**config.mk**
```make
export PLATFORM = sky130hd
export DESIGN_NAME = keypad_scan_with_autorepeat
export DESIGN_NICKNAME = d
export VERILOG_FILES = /design/src/rtl/kps_pkg.sv /design/src/rtl/kps_cfg_regs.sv /design/src/rtl/kps_core.sv /design/src/rtl/keypad_scan_with_autorepeat.sv
export SDC_FILE = /design/constraint.sdc
export NUM_CORES = 1
export LEC_CHECK = 0
export BUFFER_PORTS_ARGS = -buffer_cell sky130_fd_sc_hd__buf_2
export CORE_MARGIN = 10
export CORE_UTILIZATION = 40
export CTS_BUF_LIST = sky130_fd_sc_hd__clkbuf_4 sky130_fd_sc_hd__clkbuf_8
export DETAILED_ROUTE_END_ITERATION = 10
export GPL_ROUTABILITY_DRIVEN = 0
export GPL_TIMING_DRIVEN = 0
export HOLD_SLACK_MARGIN = 0.05
export PLACE_DENSITY = 0.67
export SYNTH_ARGS = -nofsm -noshare
export SYNTH_HDL_FRONTEND = slang
export SYNTH_HIERARCHICAL = 1
export SYNTH_SLANG_ARGS = --single-unit
```
**constraint.sdc**
```tcl
create_clock -name clk_i -period 7.25 [get_ports clk_i]
set_input_delay 0.725 -clock clk_i [delete_from_list [all_inputs] [get_ports clk_i]]
set_output_delay 0.725 -clock clk_i [all_outputs]
set_load 0.03 [all_outputs]
```
**src/rtl/kps_pkg.sv**
```systemverilog
// shared types and constants for the keypad scan block
`timescale 1ns / 1ps

package kps_pkg;

  localparam int KeyCount = 10;
  localparam int CntW = 6;
  localparam int FramesW = 8;
  localparam int CfgIdxW = 3;
  localparam int CfgDataW = 16;
  localparam int InDataW = 16;
  localparam int OutDataW = 56;

  localparam logic [CntW-1:0] StartDelay = CntW'(40);
  localparam logic [CntW-1:0] ContinueDelay = CntW'(5);

  localparam logic [KeyCount-1:0] KeyA = KeyCount'(1);
  localparam int KeyLBit = 9;

  localparam logic [1:0] ModeRemapLToA = 2'd2;

  localparam int FlagForce = 0;
  localparam int FlagIgnore = 1;
  localparam int FlagChord = 2;

  localparam logic [CfgIdxW-1:0] RegKeyFlags = 3'd0;
  localparam logic [CfgIdxW-1:0] RegForceMask = 3'd1;
  localparam logic [CfgIdxW-1:0] RegForceFrames = 3'd2;
  localparam logic [CfgIdxW-1:0] RegIgnoreMask = 3'd3;
  localparam logic [CfgIdxW-1:0] RegChordKeys = 3'd4;
  localparam logic [CfgIdxW-1:0] RegButtonMode = 3'd5;
  localparam logic [CfgIdxW-1:0] RegWatchedMask = 3'd6;

  typedef logic [KeyCount-1:0] keys_t;

  typedef struct packed {
    logic [2:0]         key_flags;
    keys_t              force_mask;
    logic               force_load;
    logic [FramesW-1:0] force_frames;
    keys_t              ignore_mask;
    keys_t              chord_keys;
    logic [1:0]         button_mode;
    keys_t              watched_mask;
  } cfg_t;

  typedef struct packed {
    logic  script_trigger;
    logic  watched_hit;
    keys_t held_keys_raw;
    keys_t repeat_keys;
    keys_t held_keys;
    keys_t new_keys;
    keys_t new_keys_raw;
  } result_t;

endpackage

```
**src/rtl/kps_cfg_regs.sv**
```systemverilog
// configuration register file of the keypad scan block
`timescale 1ns / 1ps

module kps_cfg_regs import kps_pkg::*; (
  input  logic                clk_i,
  input  logic                rst_ni,
  input  logic                cfg_valid_i,
  output logic                cfg_ready_o,
  input  logic [CfgIdxW-1:0]  cfg_index_i,
  input  logic [CfgDataW-1:0] cfg_data_i,
  output cfg_t                cfg_o
);

  logic [2:0]         key_flags_q;
  keys_t              force_mask_q;
  logic [FramesW-1:0] force_frames_q;
  keys_t              ignore_mask_q;
  keys_t              chord_keys_q;
  logic [1:0]         button_mode_q;
  keys_t              watched_mask_q;
  logic               force_load_q;
  logic               wr;

  assign cfg_ready_o = 1'b1;
  assign wr = cfg_valid_i & cfg_ready_o;

  always_ff @(posedge clk_i or negedge rst_ni) begin
    if (!rst_ni) begin
      key_flags_q    <= '0;
      force_mask_q   <= '0;
      force_frames_q <= '0;
      ignore_mask_q  <= '0;
      chord_keys_q   <= '0;
      button_mode_q  <= '0;
      watched_mask_q <= '0;
      force_load_q   <= 1'b0;
    end else begin
      force_load_q <= 1'b0;
      if (wr) begin
        case (cfg_index_i)
          RegKeyFlags:    key_flags_q <= cfg_data_i[2:0];
          RegForceMask:   force_mask_q <= cfg_data_i[KeyCount-1:0];
          RegForceFrames: begin
            force_frames_q <= cfg_data_i[FramesW-1:0];
            force_load_q   <= 1'b1;
          end
          RegIgnoreMask:  ignore_mask_q <= cfg_data_i[KeyCount-1:0];
          RegChordKeys:   chord_keys_q <= cfg_data_i[KeyCount-1:0];
          RegButtonMode:  button_mode_q <= cfg_data_i[1:0];
          RegWatchedMask: watched_mask_q <= cfg_data_i[KeyCount-1:0];
          default: ;
        endcase
      end
    end
  end

  always_comb begin
    cfg_o.key_flags    = key_flags_q;
    cfg_o.force_mask   = force_mask_q;
    cfg_o.force_load   = force_load_q;
    cfg_o.force_frames = force_frames_q;
    cfg_o.ignore_mask  = ignore_mask_q;
    cfg_o.chord_keys   = chord_keys_q;
    cfg_o.button_mode  = button_mode_q;
    cfg_o.watched_mask = watched_mask_q;
  end

endmodule

```
**src/rtl/kps_core.sv**
```systemverilog
// sample register, key state update and result register
`timescale 1ns / 1ps

module kps_core import kps_pkg::*; (
  input  logic    clk_i,
  input  logic    rst_ni,
  input  cfg_t    cfg_i,
  input  logic    in_valid_i,
  output logic    in_ready_o,
  input  keys_t   raw_keys_i,
  input  logic    script_busy_i,
  input  logic    overworld_idle_i,
  output logic    out_valid_o,
  input  logic    out_ready_i,
  output result_t out_o
);

  logic               s1_valid_q, s1_valid_d;
  keys_t              s1_keys_q;
  logic               s1_busy_q, s1_idle_q;
  logic               out_valid_q, out_valid_d;
  result_t            out_q, res;
  keys_t              prev_held_q, prev_held_d;
  logic [CntW-1:0]    rep_cnt_q, rep_cnt_d;
  logic [FramesW-1:0] force_rem_q, force_rem_d;
  logic [FramesW-1:0] force_eff;
  logic               in_xfer, s1_adv, out_free;
  logic               force_act;
  keys_t              sample, held, fresh, rep, new_m, held_m;
  logic [CntW-1:0]    cnt_dec;

  assign out_free   = !out_valid_q || out_ready_i;
  assign s1_adv     = s1_valid_q && out_free;
  assign in_ready_o = !s1_valid_q || s1_adv;
  assign in_xfer    = in_valid_i && in_ready_o;

  always_comb begin
    // a fresh force_frames write takes effect in the cycle right after it
    force_eff = cfg_i.force_load ? cfg_i.force_frames : force_rem_q;
    force_act = cfg_i.key_flags[FlagForce] && (force_eff != '0);
    sample = s1_keys_q;
    if (force_act) begin
      sample = sample & ~cfg_i.force_mask;
    end
    if (cfg_i.key_flags[FlagIgnore]) begin
      sample = sample | cfg_i.ignore_mask;
    end
    held  = ~sample;
    fresh = held & ~prev_held_q;
    rep   = fresh;
    cnt_dec = rep_cnt_q - CntW'(1);

    rep_cnt_d   = rep_cnt_q;
    prev_held_d = prev_held_q;
    force_rem_d = force_eff;
    if (s1_adv) begin
      prev_held_d = held;
      if (force_act) begin
        force_rem_d = force_eff - FramesW'(1);
      end
      if (held != '0 && held == prev_held_q) begin
        if (cnt_dec == '0) begin
          rep       = held;
          rep_cnt_d = ContinueDelay;
        end else begin
          rep_cnt_d = cnt_dec;
        end
      end else begin
        rep_cnt_d = StartDelay;
      end
    end

    new_m  = fresh;
    held_m = held;
    if (cfg_i.button_mode == ModeRemapLToA) begin
      if (new_m[KeyLBit]) new_m = new_m | KeyA;
      if (held_m[KeyLBit]) held_m = held_m | KeyA;
    end

    res.new_keys_raw   = fresh;
    res.new_keys       = new_m;
    res.held_keys      = held_m;
    res.repeat_keys    = rep;
    res.held_keys_raw  = held;
    res.watched_hit    = (new_m & cfg_i.watched_mask) != '0;
    res.script_trigger = cfg_i.key_flags[FlagChord] && !s1_busy_q && s1_idle_q &&
                         ((cfg_i.chord_keys & s1_keys_q) == '0);

    s1_valid_d  = in_xfer || (s1_valid_q && !s1_adv);
    out_valid_d = s1_adv || (out_valid_q && !out_ready_i);
  end

  always_ff @(posedge clk_i or negedge rst_ni) begin
    if (!rst_ni) begin
      s1_valid_q  <= 1'b0;
      out_valid_q <= 1'b0;
      prev_held_q <= '0;
      rep_cnt_q   <= StartDelay;
      force_rem_q <= '0;
    end else begin
      s1_valid_q  <= s1_valid_d;
      out_valid_q <= out_valid_d;
      prev_held_q <= prev_held_d;
      rep_cnt_q   <= rep_cnt_d;
      force_rem_q <= force_rem_d;
    end
  end

  always_ff @(posedge clk_i) begin
    if (in_xfer) begin
      s1_keys_q <= raw_keys_i;
      s1_busy_q <= script_busy_i;
      s1_idle_q <= overworld_idle_i;
    end
    if (s1_adv) begin
      out_q <= res;
    end
  end

  assign out_valid_o = out_valid_q;
  assign out_o       = out_q;

  a_cnt_nonzero: assert property (@(posedge clk_i) disable iff (!rst_ni)
    rep_cnt_q != '0)
    else $error("repeat counter reached zero");

  a_fresh_in_held: assert property (@(posedge clk_i) disable iff (!rst_ni)
    out_valid_q |-> ((out_q.new_keys_raw & ~out_q.held_keys_raw) == '0))
    else $error("new key not in held set");

  a_prev_tracks: assert property (@(posedge clk_i) disable iff (!rst_ni)
    s1_adv |=> (prev_held_q == out_q.held_keys_raw))
    else $error("previous held set not updated");

  a_stall_only_full: assert property (@(posedge clk_i) disable iff (!rst_ni)
    !in_ready_o |-> (s1_valid_q && out_valid_q))
    else $error("input stalled with free stage");

endmodule

```
**src/rtl/keypad_scan_with_autorepeat.sv**
```systemverilog
// top level of the keypad scan block with autorepeat
`timescale 1ns / 1ps

// Takes one active-low key sample per transfer and returns one result per
// sample. A sample lands in an input register, the key logic works on it
// combinationally and writes the result register, so a new sample is taken
// every clock cycle unless the receiver holds results back. The result
// register lets the next sample be taken while a result waits. Register
// writes apply at once and are meant to be made while no sample is in flight.
module keypad_scan_with_autorepeat import kps_pkg::*; (
  input  logic                clk_i,
  input  logic                rst_ni,
  input  logic                s_axis_tvalid,
  output logic                s_axis_tready,
  // raw_keys[9:0], script_busy[10], overworld_idle[11], zero pad
  input  logic [InDataW-1:0]  s_axis_tdata,
  output logic                m_axis_tvalid,
  input  logic                m_axis_tready,
  // new_keys_raw[9:0], new_keys[19:10], held_keys[29:20], repeat_keys[39:30],
  // held_keys_raw[49:40], watched_hit[50], script_trigger[51], zero pad
  output logic [OutDataW-1:0] m_axis_tdata,
  input  logic                cfg_valid_i,
  output logic                cfg_ready_o,
  input  logic [CfgIdxW-1:0]  cfg_index_i,
  input  logic [CfgDataW-1:0] cfg_data_i
);

  cfg_t    cfg;
  result_t res;

  kps_cfg_regs u_cfg (
    .clk_i       (clk_i),
    .rst_ni      (rst_ni),
    .cfg_valid_i (cfg_valid_i),
    .cfg_ready_o (cfg_ready_o),
    .cfg_index_i (cfg_index_i),
    .cfg_data_i  (cfg_data_i),
    .cfg_o       (cfg)
  );

  kps_core u_core (
    .clk_i            (clk_i),
    .rst_ni           (rst_ni),
    .cfg_i            (cfg),
    .in_valid_i       (s_axis_tvalid),
    .in_ready_o       (s_axis_tready),
    .raw_keys_i       (s_axis_tdata[KeyCount-1:0]),
    .script_busy_i    (s_axis_tdata[KeyCount]),
    .overworld_idle_i (s_axis_tdata[KeyCount+1]),
    .out_valid_o      (m_axis_tvalid),
    .out_ready_i      (m_axis_tready),
    .out_o            (res)
  );

  assign m_axis_tdata = {{(OutDataW - $bits(result_t)){1'b0}}, res};

endmodule

```
; Word-level counts from Yosys, hierarchy flattened
; Cells that the tools add are included.
[word_totals]
reg_bits = 144
output_inout_bits = 59
inputBits = 40
elab_cells = 87
[op_classes]
eq_ne = 8
n_mux = 15
reduce_logical = 31
n_addsub = 2
bitwise_logic = 8
[ops]
columns = cell, n
row1 = $mux W10, 8
row2 = $and A10 B10 Y10, 4
row3 = $not A10 Y10, 3
row4 = $mux W8, 3
row5 = $reduce_bool A10 Y1, 2
row6 = $reduce_and A2 Y1, 7
row7 = $mux W6, 2
row8 = $eq A10 B10 Y1, 1
row9 = $logic_not A10 Y1, 1
row10 = $or A10 B10 Y10, 1
row11 = $eq A3 B3 Y1 const B, 3
row12 = $logic_and A1 B1 Y1, 9
row13 = $reduce_bool A8 Y1, 1
row14 = $sub A8 B1 Y8 const B, 1
row15 = $eq A3 B2 Y1 const B, 2
row16 = $logic_not A6 Y1, 1
row17 = $sub A6 B1 Y6 const B, 1
row18 = $logic_not A1 Y1, 5
row19 = $logic_or A1 B1 Y1, 4
row20 = $eq A3 B1 Y1 const B, 1
row21 = $logic_not A3 Y1, 1
row22 = $eq A2 B2 Y1 const B, 1
row23 = $mux W1, 2

; Logic depth before layout (Yosys ltp)
; Gate-level depths: netlist of run 1.
[logic_depth]
ltp_word = 12
mapped_depth = 17
depth_no_buf = 13

; By module
; Netlist of run 1, hierarchy kept.
[modules_own_cells]
columns = mod, area_each_um2, n_inst, cells_per_inst, seq_area_each_um2
row1 = kps_core, 3794.9, 1, 325, 2034.5
row2 = kps_cfg_regs, 2070.7, 1, 122, 1351.3
row3 = keypad_scan_with_autorepeat, 33.8, 1, 5, 0.0

; Worst setup path after synthesis of run 1
; OpenSTA, ideal clock, no wires.
[synth_timing]
path_kind = reg2reg
from = register u_cfg.force_load_q
to = register u_core.out_q (netlist bit u_core/out_o[33]) (data pin)
setup_time_ns = 0.260
arrival_ns = 4.040
path_stages_with_launch = 17
setup_slack_ns = 2.950
period_less_slack_ns = 4.300
n_path_buf = 4
required_time_ns = 6.990
cell_sequence = dfrtp_1 > buf_4 > buf_6 > clkbuf_1 > mux2i_1 > ha_1 > o21ai_1 > o21a_1 > buf_2 > a31oi_2 > inv_1 > ha_1 > nand3_1 > a2111o_1 > nor4b_4 > a21boi_4 > mux2_4
[synth_via]
elab_chain_cells = 10
[synth_lines]
columns = element, line
row1 = "start, declared", kps_cfg_regs.sv:21  ; logic force_load_q;
row2 = "start signal, assigned", kps_cfg_regs.sv:36  ; force_load_q <= 1'b0;
row3 = "start signal, assigned", kps_cfg_regs.sv:38  ; force_load_q <= 1'b0;
row4 = "start signal, assigned", kps_cfg_regs.sv:45  ; force_load_q <= 1'b1;
row5 = $mux W8 *, kps_core.sv:39  ; force_eff = cfg_i.force_load ? cfg_i.force_frames : force_rem_q;
row6 = $reduce_bool A8 Y1 *, kps_core.sv:40  ; force_act = cfg_i.key_flags[FlagForce] && (force_eff != '0);
row7 = $logic_and A1 B1 Y1 *, kps_core.sv:40
row8 = $mux W10 *, kps_core.sv:42  ; if (force_act) begin
row9 = $or A10 B10 Y10, kps_core.sv:46  ; sample = sample | cfg_i.ignore_mask;
row10 = $mux W10 *, kps_core.sv:45  ; if (cfg_i.key_flags[FlagIgnore]) begin
row11 = $not A10 Y10 *, kps_core.sv:48  ; held = ~sample;
row12 = via u_core.held[7], kps_core.sv:29  ; keys_t sample, held, fresh, rep, new_m, held_m;
row13 = $eq A10 B10 Y1 / $reduce_bool A10 Y1 (equally long branches), kps_core.sv:61  ; if (held != '0 && held == prev_held_q) begin
row14 = $logic_and A1 B1 Y1 *, kps_core.sv:61
row15 = $mux W10 *, kps_core.sv:61
row16 = via u_core.rep[3], kps_core.sv:29
row17 = "end signal, assigned", kps_core.sv:116  ; out_q <= res;
row18 = "end, declared", kps_core.sv:22  ; result_t out_q, res;
; Mark *: on every way through the listed nets, which the timed path passes. The rest lies on a longest branch.
; A chain may end at the register's enable or synchronous reset.

; Worst setup path in the final report of run 1
[layout_timing]
from = register u_cfg.force_load_q
to = register u_core.out_q (netlist bit u_core/out_o[33]) (data pin)
[layout_via]
elab_chain_cells = 10
[layout_lines]
columns = element, line
row1 = $mux W8 *, kps_core.sv:39
row2 = $reduce_bool A8 Y1 *, kps_core.sv:40
row3 = $logic_and A1 B1 Y1 *, kps_core.sv:40
row4 = $mux W10 *, kps_core.sv:42
row5 = $or A10 B10 Y10, kps_core.sv:46
row6 = $mux W10 *, kps_core.sv:45
row7 = $not A10 Y10 *, kps_core.sv:48
row8 = via u_core.held[3], kps_core.sv:29
row9 = $eq A10 B10 Y1 (tied with other cells), kps_core.sv:61
row10 = $logic_and A1 B1 Y1 / $mux W10 (equally long branches), "kps_core.sv:61, kps_core.sv:62"
row11 = $mux W10 *, kps_core.sv:61
row12 = via u_core.rep[3], kps_core.sv:29
; Marks and branches as above.

==> flow_summary_export.csv, run 1 <==
group,metric,value,unit
worst_setup_path,path_max_fanout,10,
final_layout,drive_above_1_share,39.4,%
power,p_clk_share,27.4,%
final_layout,design_area,6970,µm²
yosys,synth_ff_type,"dfrtp_1",
power,seqPwrFrac,46.6,%
clock_tree,cts_root_buf,"clkbuf_8",
power,swShare,32.9,%
global_route,grt_antenna_before_repair,0,
timing,finalCriticalPeriod,5.31,ns
global_route,grt_pass1_vias,4087,
clock_tree,clk_pin_slew_worst_paths,0.08,ns
yosys,ys_warn_count,6,
clock_tree,cts_setup_buffers,0,
timing,rsz0062_at_grt,"false",
final_layout,fillers,1284,
detailed_routing,ant_nets,0,
clock_tree,clock_latency,0.44,ns
yosys,netlist_instances,452,
clock_tree,cts_sinks,126,
timing,skew,0.00912,ns
timing,setup_viol,0,
final_layout,areaGrowthSynthToFinish,18.1,%
clock_tree,clock_path_buffers,2,
detailed_routing,routed_wl,13200,µm
worst_setup_path,cp.arrival,5.50,ns
clock_tree,cts_made_buffers,17,
detailed_routing,via_per_inst,5.18,
yosys,synth_area,5900,µm²
status,status,"finished clean",
yosys,synth_edf_count,46,
detailed_routing,post_drt_wl_per_cell,17.5,µm
global_route,gr-total-overflow,0,
floorplanning,die_x,141,µm
detailed_routing,drtPass1Iterations,4,
detailed_routing,vias,3913,
clock_tree,htreeDepth,4,
yosys,ys_seq_area_share,57.4,%
timing,setup_tns,0,ns
worst_setup_path,crit_top_cell,"ha_1",
timing,fin_crit_sh,73.3,%
timing,relSlewSlack,37.6,%
floorplanning,start_util,40.7,%
yosys,ys_ff_latch,126,
power,total_power,2.13,mW
worst_setup_path,startpoint_type,"flop",
worst_setup_path,critPathSlowestCell,"clkbuf_1",
worst_setup_path,cp.depth,17,
floorplanning,ioPinCount,99,
yosys,avgSynthCellArea,13.1,µm²
min_path,holdCritPathClass,"input port to async pin",
yosys,async_flop_share,63.5,%
floorplanning,die_area,20000,µm²
worst_setup_path,cp-end-kind,"flop",
place,hpwlAfterDp,10100,µm
power,combPwrFrac,26.1,%
power,leakage,2.95,nW
timing,hold_viol,0,
detailed_routing,drt-initial-drc-count,253,
timing,fmax,188,MHz
final_layout,antennaDiodeCount,0,
clock_tree,hold_buffers,0,
power,internal_power,1.43,mW
timing,tightest_slew,0.936,ns
final_layout,finalNetCount,611,
global_route,gr-usage-all-layers,13.6,%
place,place_area,6590,µm²
worst_setup_path,cpLargestDelayFamily,"compound AO/OA/AOI/OAI gates",
floorplanning,die_y,141,µm
clock_tree,cts_resized,0,
clock_tree,cts_tree,"done",
run,cap_viol_max_count,0,
worst_setup_path,critical_path.cell_chain,"buf_4, buf_6, clkbuf_1, mux2i_1, ha_1, o21ai_1, o21a_1, buf_2, nand2_1, a22oi_1, ha_1, and4_1, nand3_1, a2111o_1, nor4b_4, a21boi_4, mux2_4",
global_route,grt_pass1_wl,21800,µm
timing,fin_hold_ws,0.195,ns
power,ir_drop,0.102,mV
yosys,synth_cell_types,61,
worst_setup_path,crit_buf_inv,4,
place,port_buffers,83,
floorplanning,fp.coreArea,14500,µm²
power,pwr_density_cell,306,nW/µm²
power,netSwitchingPower,702,µW
worst_setup_path,slowest_delay,0.49,ns
worst_setup_path,worst-r2r-cell-count,17,
worst_setup_path,path_class,"flop to flop",
floorplanning,num_rows,44,
worst_setup_path,worst_ep_required_time,7.43,ns
timing,drv_slew,0,
global_route,grt_max_degree,56,
detailed_routing,drc,0,
==> final cells by class <==
class / instances / area [µm²] / share of cell area [%]
Sequential cell: 126 / 3390 / 48.6
Clock inverter: 15 / 146 / 2.10
Buffer: 39 / 258 / 3.70
Timing Repair Buffer: 84 / 445 / 6.39
Multi-Input combinational cell: 267 / 2180 / 31.3
Tap cell: 184 / 230 / 3.30
Inverter: 23 / 86.3 / 1.24
Clock buffer: 17 / 234 / 3.36
==> registers in the layout, summed over array words and instances (netlist names) <==
register and cells:
u_core/out_o 34, u_cfg/chord_keys_q 10, u_cfg/force_mask_q 10, u_cfg/ignore_mask_q 10, u_cfg/watched_mask_q 10, u_core/prev_held_q 10
u_core/s1_keys_q 10, u_cfg/force_frames_q 8, u_core/force_rem_q 8, u_core/rep_cnt_q 6, u_cfg/key_flags_q 3, u_cfg/button_mode_q 2
u_cfg/force_load_q 1, u_core/out_valid_o 1, u_core/s1_busy_q 1, u_core/s1_idle_q 1, u_core/s1_valid_q 1
==> kinds of logic (layout without fill, tap and decap cells) <==
kind of cell,after synthesis,count (layout),synth area share (%)
flip-flops,126,126,57.4
AND/OR/NAND/NOR,95,95,9.76
AO/OA/AOI/OAI,75,75,9.35
multiplexers,71,71,13.6
buffers and inverters,62,178,5.81
adder cells (fa/ha/maj),13,13,2.76
XOR/XNOR,8,8,1.19
other,2,5,0.127
==> synthesized netlist by cell type (3+ instances only) <==
| master | n | area [µm²] |
|---|---|---|
| dfrtp_1 | 78 | 1950 |
| mux2_2 | 58 | 653 |
| edfxtp_1 | 46 | 1380 |
| buf_4 | 25 | 188 |
| inv_1 | 23 | 86.3 |
| nand2_1 | 22 | 82.6 |
| nor2_1 | 18 | 67.6 |
| o21ai_0 | 15 | 75.1 |
| ha_1 | 13 | 163 |
| a21oi_1 | 9 | 45.0 |
| mux2i_1 | 9 | 90.1 |
| a22oi_1 | 8 | 60.1 |
| a22o_1 | 7 | 61.3 |
| buf_2 | 7 | 35.0 |
| nand3_1 | 7 | 35.0 |
| nor3_1 | 7 | 35.0 |
| clkbuf_1 | 6 | 22.5 |
| xnor2_1 | 6 | 52.6 |
| a221oi_1 | 5 | 43.8 |
| nand3b_1 | 5 | 37.5 |
| mux2_4 | 4 | 60.1 |
| nand2b_1 | 4 | 25.0 |
| nor2b_1 | 4 | 25.0 |
| o211ai_1 | 4 | 30.0 |
| o22ai_1 | 4 | 25.0 |
| a21o_1 | 3 | 22.5 |
| a31oi_1 | 3 | 18.8 |
| and4bb_2 | 3 | 37.5 |
| nand4b_1 | 3 | 26.3 |
==> power by group through the flow <==
stage | clock network [mW] | registers (mW) | logic, mW
3_3_place_gp | 0 | 1.00 | 0.542
6_report | 0.584 | 0.994 | 0.557
4_1_cts | 0.599 | 0.995 | 0.561
3_5_place_dp | 0 | 1.01 | 0.559
5_1_grt | 0.635 | 1.01 | 0.611
2_1_floorplan | 0 | 1.04 | 0.347
==> worst paths after layout <==
| check | startpoint | to | slack, ns |
|---|---|---|---|
| worst min register to register | u_core/s1_valid_q | u_core/out_valid_o | 0.50 |
| worst min-delay path | rst_ni | u_cfg/force_frames_q[5] | 0.19 |
| min in group clk_i | s_axis_tdata[1] | u_core/s1_keys_q[1] | 0.46 |
| worst max register to register | u_cfg/force_load_q | u_core/out_o[33] | 1.94 |
| worst max-delay path | u_cfg/force_load_q | u_core/out_o[33] | 1.94 |
| max in group asynchronous | rst_ni | u_core/rep_cnt_q[5] | 6.41 |
==> layout by cell type, fill, tap and decap left out, types with 6 or more instances in the layout <==
| cell type | Yosys | routed |
|---|---|---|
| mux2i_1 | 9 | 9 |
| a22o_1 | 7 | 7 |
| nor2_1 | 18 | 18 |
| a22oi_1 | 8 | 8 |
| nand3_1 | 7 | 7 |
| nand2_1 | 22 | 22 |
| a21oi_1 | 9 | 9 |
| buf_4 | 25 | 26 |
| o21ai_0 | 15 | 15 |
| edfxtp_1 | 46 | 46 |
| buf_2 | 7 | 89 |
| nor3_1 | 7 | 7 |
| ha_1 | 13 | 13 |
| inv_1 | 23 | 23 |
| xnor2_1 | 6 | 6 |
| mux2_2 | 58 | 58 |
| dfrtp_1 | 78 | 78 |
| clkbuf_8 | 0 | 17 |
==> worst reg2reg max path, stage by stage, from the launching register on <==
cell,delay (ns)
dfrtp_1,0.33
buf_4,0.10
buf_6,0.11
clkbuf_1,0.49
mux2i_1,0.29
ha_1,0.25
o21ai_1,0.36
o21a_1,0.18
buf_2,0.25
nand2_1,0.10
a22oi_1,0.44
ha_1,0.20
and4_1,0.22
nand3_1,0.12
a2111o_1,0.40
nor4b_4,0.46
a21boi_4,0.42
mux2_4,0.34
==> per-layer routing <==
layer	vias to the layer above	share of wire [%]	track usage (%)
li1	1853	-	-
met1	1925	43	17.0
met2	123	47	21.2
met3	12	8.7	4.84
met4	0	1.1	4.90
met5	-	0	0
==> per-stage QoR <==
step | utilization [%] | worst slack [ns] | std cells
CTS | 48.1 | 1.92 | 755
global route | 48.1 | 1.61 | 755
global placement | 45.3 | 2.10 | 722
detailed placement | 45.5 | 1.94 | 723
finish | 48.1 | 1.94 | 755
floorplan | - | 2.95 | 455
(Power assumes the default switching activity.)
==> run 2: changes to the inputs <==
==> constraint.sdc (replaced) <==
create_clock -name clk_i -period 5.41 [get_ports clk_i]
set_input_delay 0.541 -clock clk_i [delete_from_list [all_inputs] [get_ports clk_i]]
set_output_delay 0.541 -clock clk_i [all_outputs]
set_load 0.03 [all_outputs]
==> run 2 against run 1 <==
First-iteration DRC count shrank 15%; critical path depth fell by 1; maximum frequency rose by 11%; register-to-register slack worse by 1.3 ns; core utilization about the same; combinational power grew 34%; routed wire length barely moved; non-clock buffer count did not move; final cell count did not move; largest power group unchanged; highest routed layer unchanged.
==> flow_summary_export.csv, run 2 (same netlist as run 1, synthesis figures left out) <==
group,metric,value,unit
status,status,"finished clean",
power,swShare,33.0,%
global_route,grt_pass1_vias,4090,
clock_tree,cts_root_buf,"clkbuf_8",
clock_tree,cts_made_buffers,17,
detailed_routing,post_drt_wl_per_cell,17.5,µm
final_layout,areaGrowthSynthToFinish,18.2,%
floorplanning,die_x,141,µm
worst_setup_path,startpoint,"u_cfg/force_load_q",
timing,fmax,208,MHz
worst_setup_path,startpoint_type,"flop",
final_layout,layout_commonest_cell,"buf_2",
timing,setup_viol,0,
timing,skew,0.00895,ns
timing,drv_slew,0,
worst_setup_path,r2r_setup_slack,0.61,ns
power,netSwitchingPower,944,µW
timing,hold_viol,0,
worst_setup_path,r2r-start,"u_cfg/force_load_q",
global_route,grt_antenna_before_repair,0,
worst_setup_path,path_class,"flop to flop",
detailed_routing,routed_wl,13200,µm
timing,tightest_slew,0.921,ns
power,internal_power,1.92,mW
floorplanning,fp.coreArea,14500,µm²
min_path,hold_depth,1,
global_route,gr-usage-all-layers,13.6,%
worst_setup_path,cp-end-kind,"flop",
global_route,grt_pass1_wl,21800,µm
timing,fin_hold_ws,0.274,ns
power,seqPwrFrac,46.5,%
clock_tree,cts_setup_buffers,0,
power,combPwrFrac,26.1,%
detailed_routing,drtPass1Iterations,4,
min_path,holdCritPathClass,"input port to flop",
final_layout,drive_above_1_share,39.4,%
timing,relSlewSlack,38.6,%
clock_tree,clock_latency,0.44,ns
detailed_routing,vias,3906,
timing,finalCriticalPeriod,4.80,ns
place,hpwlAfterDp,10100,µm
worst_setup_path,critical_path.reg2reg.endpoint,"u_core/out_o[33]",
worst_setup_path,worst_ep_required_time,5.59,ns
detailed_routing,drt-initial-drc-count,214,
worst_setup_path,path_max_fanout,15,
floorplanning,die_area,20000,µm²
floorplanning,start_util,40.7,%
final_layout,finalNetCount,611,
clock_tree,clk_pin_slew_worst_paths,0.07,ns
floorplanning,num_rows,44,
detailed_routing,drc,0,
clock_tree,cts_tree,"done",
place,port_buffers,83,
timing,rsz0062_at_grt,"false",
final_layout,largest_reg_flops,34,
timing,setup_tns,0,ns
power,ir_drop,0.136,mV
floorplanning,ioPinCount,99,
clock_tree,cts_sinks,126,
min_path,hold_end,"u_core/s1_keys_q[1]",
detailed_routing,ant_nets,0,
floorplanning,die_y,141,µm
clock_tree,htreeDepth,4,
detailed_routing,via_per_inst,5.17,
clock_tree,clock_path_buffers,2,
power,pwr_density_cell,411,nW/µm²
final_layout,antennaDiodeCount,0,
worst_setup_path,cp.arrival,4.98,ns
run,cap_viol_max_count,0,
timing,fin_crit_sh,88.7,%
power,leakage,2.96,nW
min_path,min_from,"s_axis_tdata[1]",
worst_setup_path,worst-r2r-cell-count,16,
final_layout,final_cell_mix,"buf_2 (89), dfrtp_1 (78), mux2_2 (58)",
global_route,gr-total-overflow,0,
global_route,grt_max_degree,56,
power,p_clk_share,27.4,%
-- run 2: layout make-up --
cell class | instances | area (µm²)
Fill cell | 1286 | 7500
Inverter | 23 | 86.3
Clock buffer | 17 | 234
Buffer | 38 | 254
Tap cell | 184 | 230
Sequential cell | 126 | 3390
Clock inverter | 15 | 146
Timing Repair Buffer | 85 | 455
Multi-Input combinational cell | 267 | 2180
-- run 2: power groups by stage --
stage | sequential [mW] | combinational, mW | clock, mW
final | 1.33 | 0.746 | 0.785
after floorplan | 1.40 | 0.465 | 0
after global placement | 1.34 | 0.726 | 0
after global routing | 1.36 | 0.819 | 0.851
after CTS | 1.33 | 0.752 | 0.803
after detailed placement | 1.35 | 0.749 | 0
-- run 2: critical path, stage by stage, from the launching register on --
cell,delay (ns)
dfrtp_1,0.37
buf_4,0.13
buf_6,0.16
mux2i_1,0.19
ha_1,0.23
o21ai_1,0.34
o21a_1,0.17
buf_2,0.25
nand2_1,0.10
a22oi_1,0.44
ha_1,0.19
and4_1,0.23
nand3_1,0.11
a2111o_1,0.40
nor4b_4,0.46
a21boi_4,0.42
mux2_4,0.33
-- run 2: repair_timing --
action	4_1_cts	5_1_grt
endpoints found under the hold margin	25	0
endpoints found under the setup margin	0	8
resized for setup	0	0
hold buffers	1	0
-- run 2: per-stage QoR --
stage               std cells  utilization [%]  power, mW  setup WS, ns  cell area [µm²]
CTS                       756             48.2       2.89        0.0755             6980
floorplan                 455                -       1.87          1.11             5910
detailed placement        723             45.5       2.10        0.0997             6590
finish                    755             48.2       2.86         0.613             6970
global placement          722             45.3       2.07         0.258             6560
global route              755             48.2       3.03         0.364             6970
-- run 2: worst max-delay path by stage --
stage	endpoint	cells after the start
2_1_floorplan	u_core/out_o[33]	16
3_3_place_gp	u_core/out_o[33]	17
3_5_place_dp	u_core/out_o[33]	17
4_1_cts	u_core/out_o[35]	17
5_1_grt	u_core/out_o[35]	16
6_report	u_core/out_o[33]	16
-- run 2: metal layers --
metal	wire [µm]	vias to the layer above	track usage [%]	share of wire, %
li1	-	1853	-	-
met1	5810	1914	17.0	44
met2	6200	125	21.2	47
met3	1030	14	4.84	7.8
met4	161	0	4.90	1.2
met5	0	-	0	0
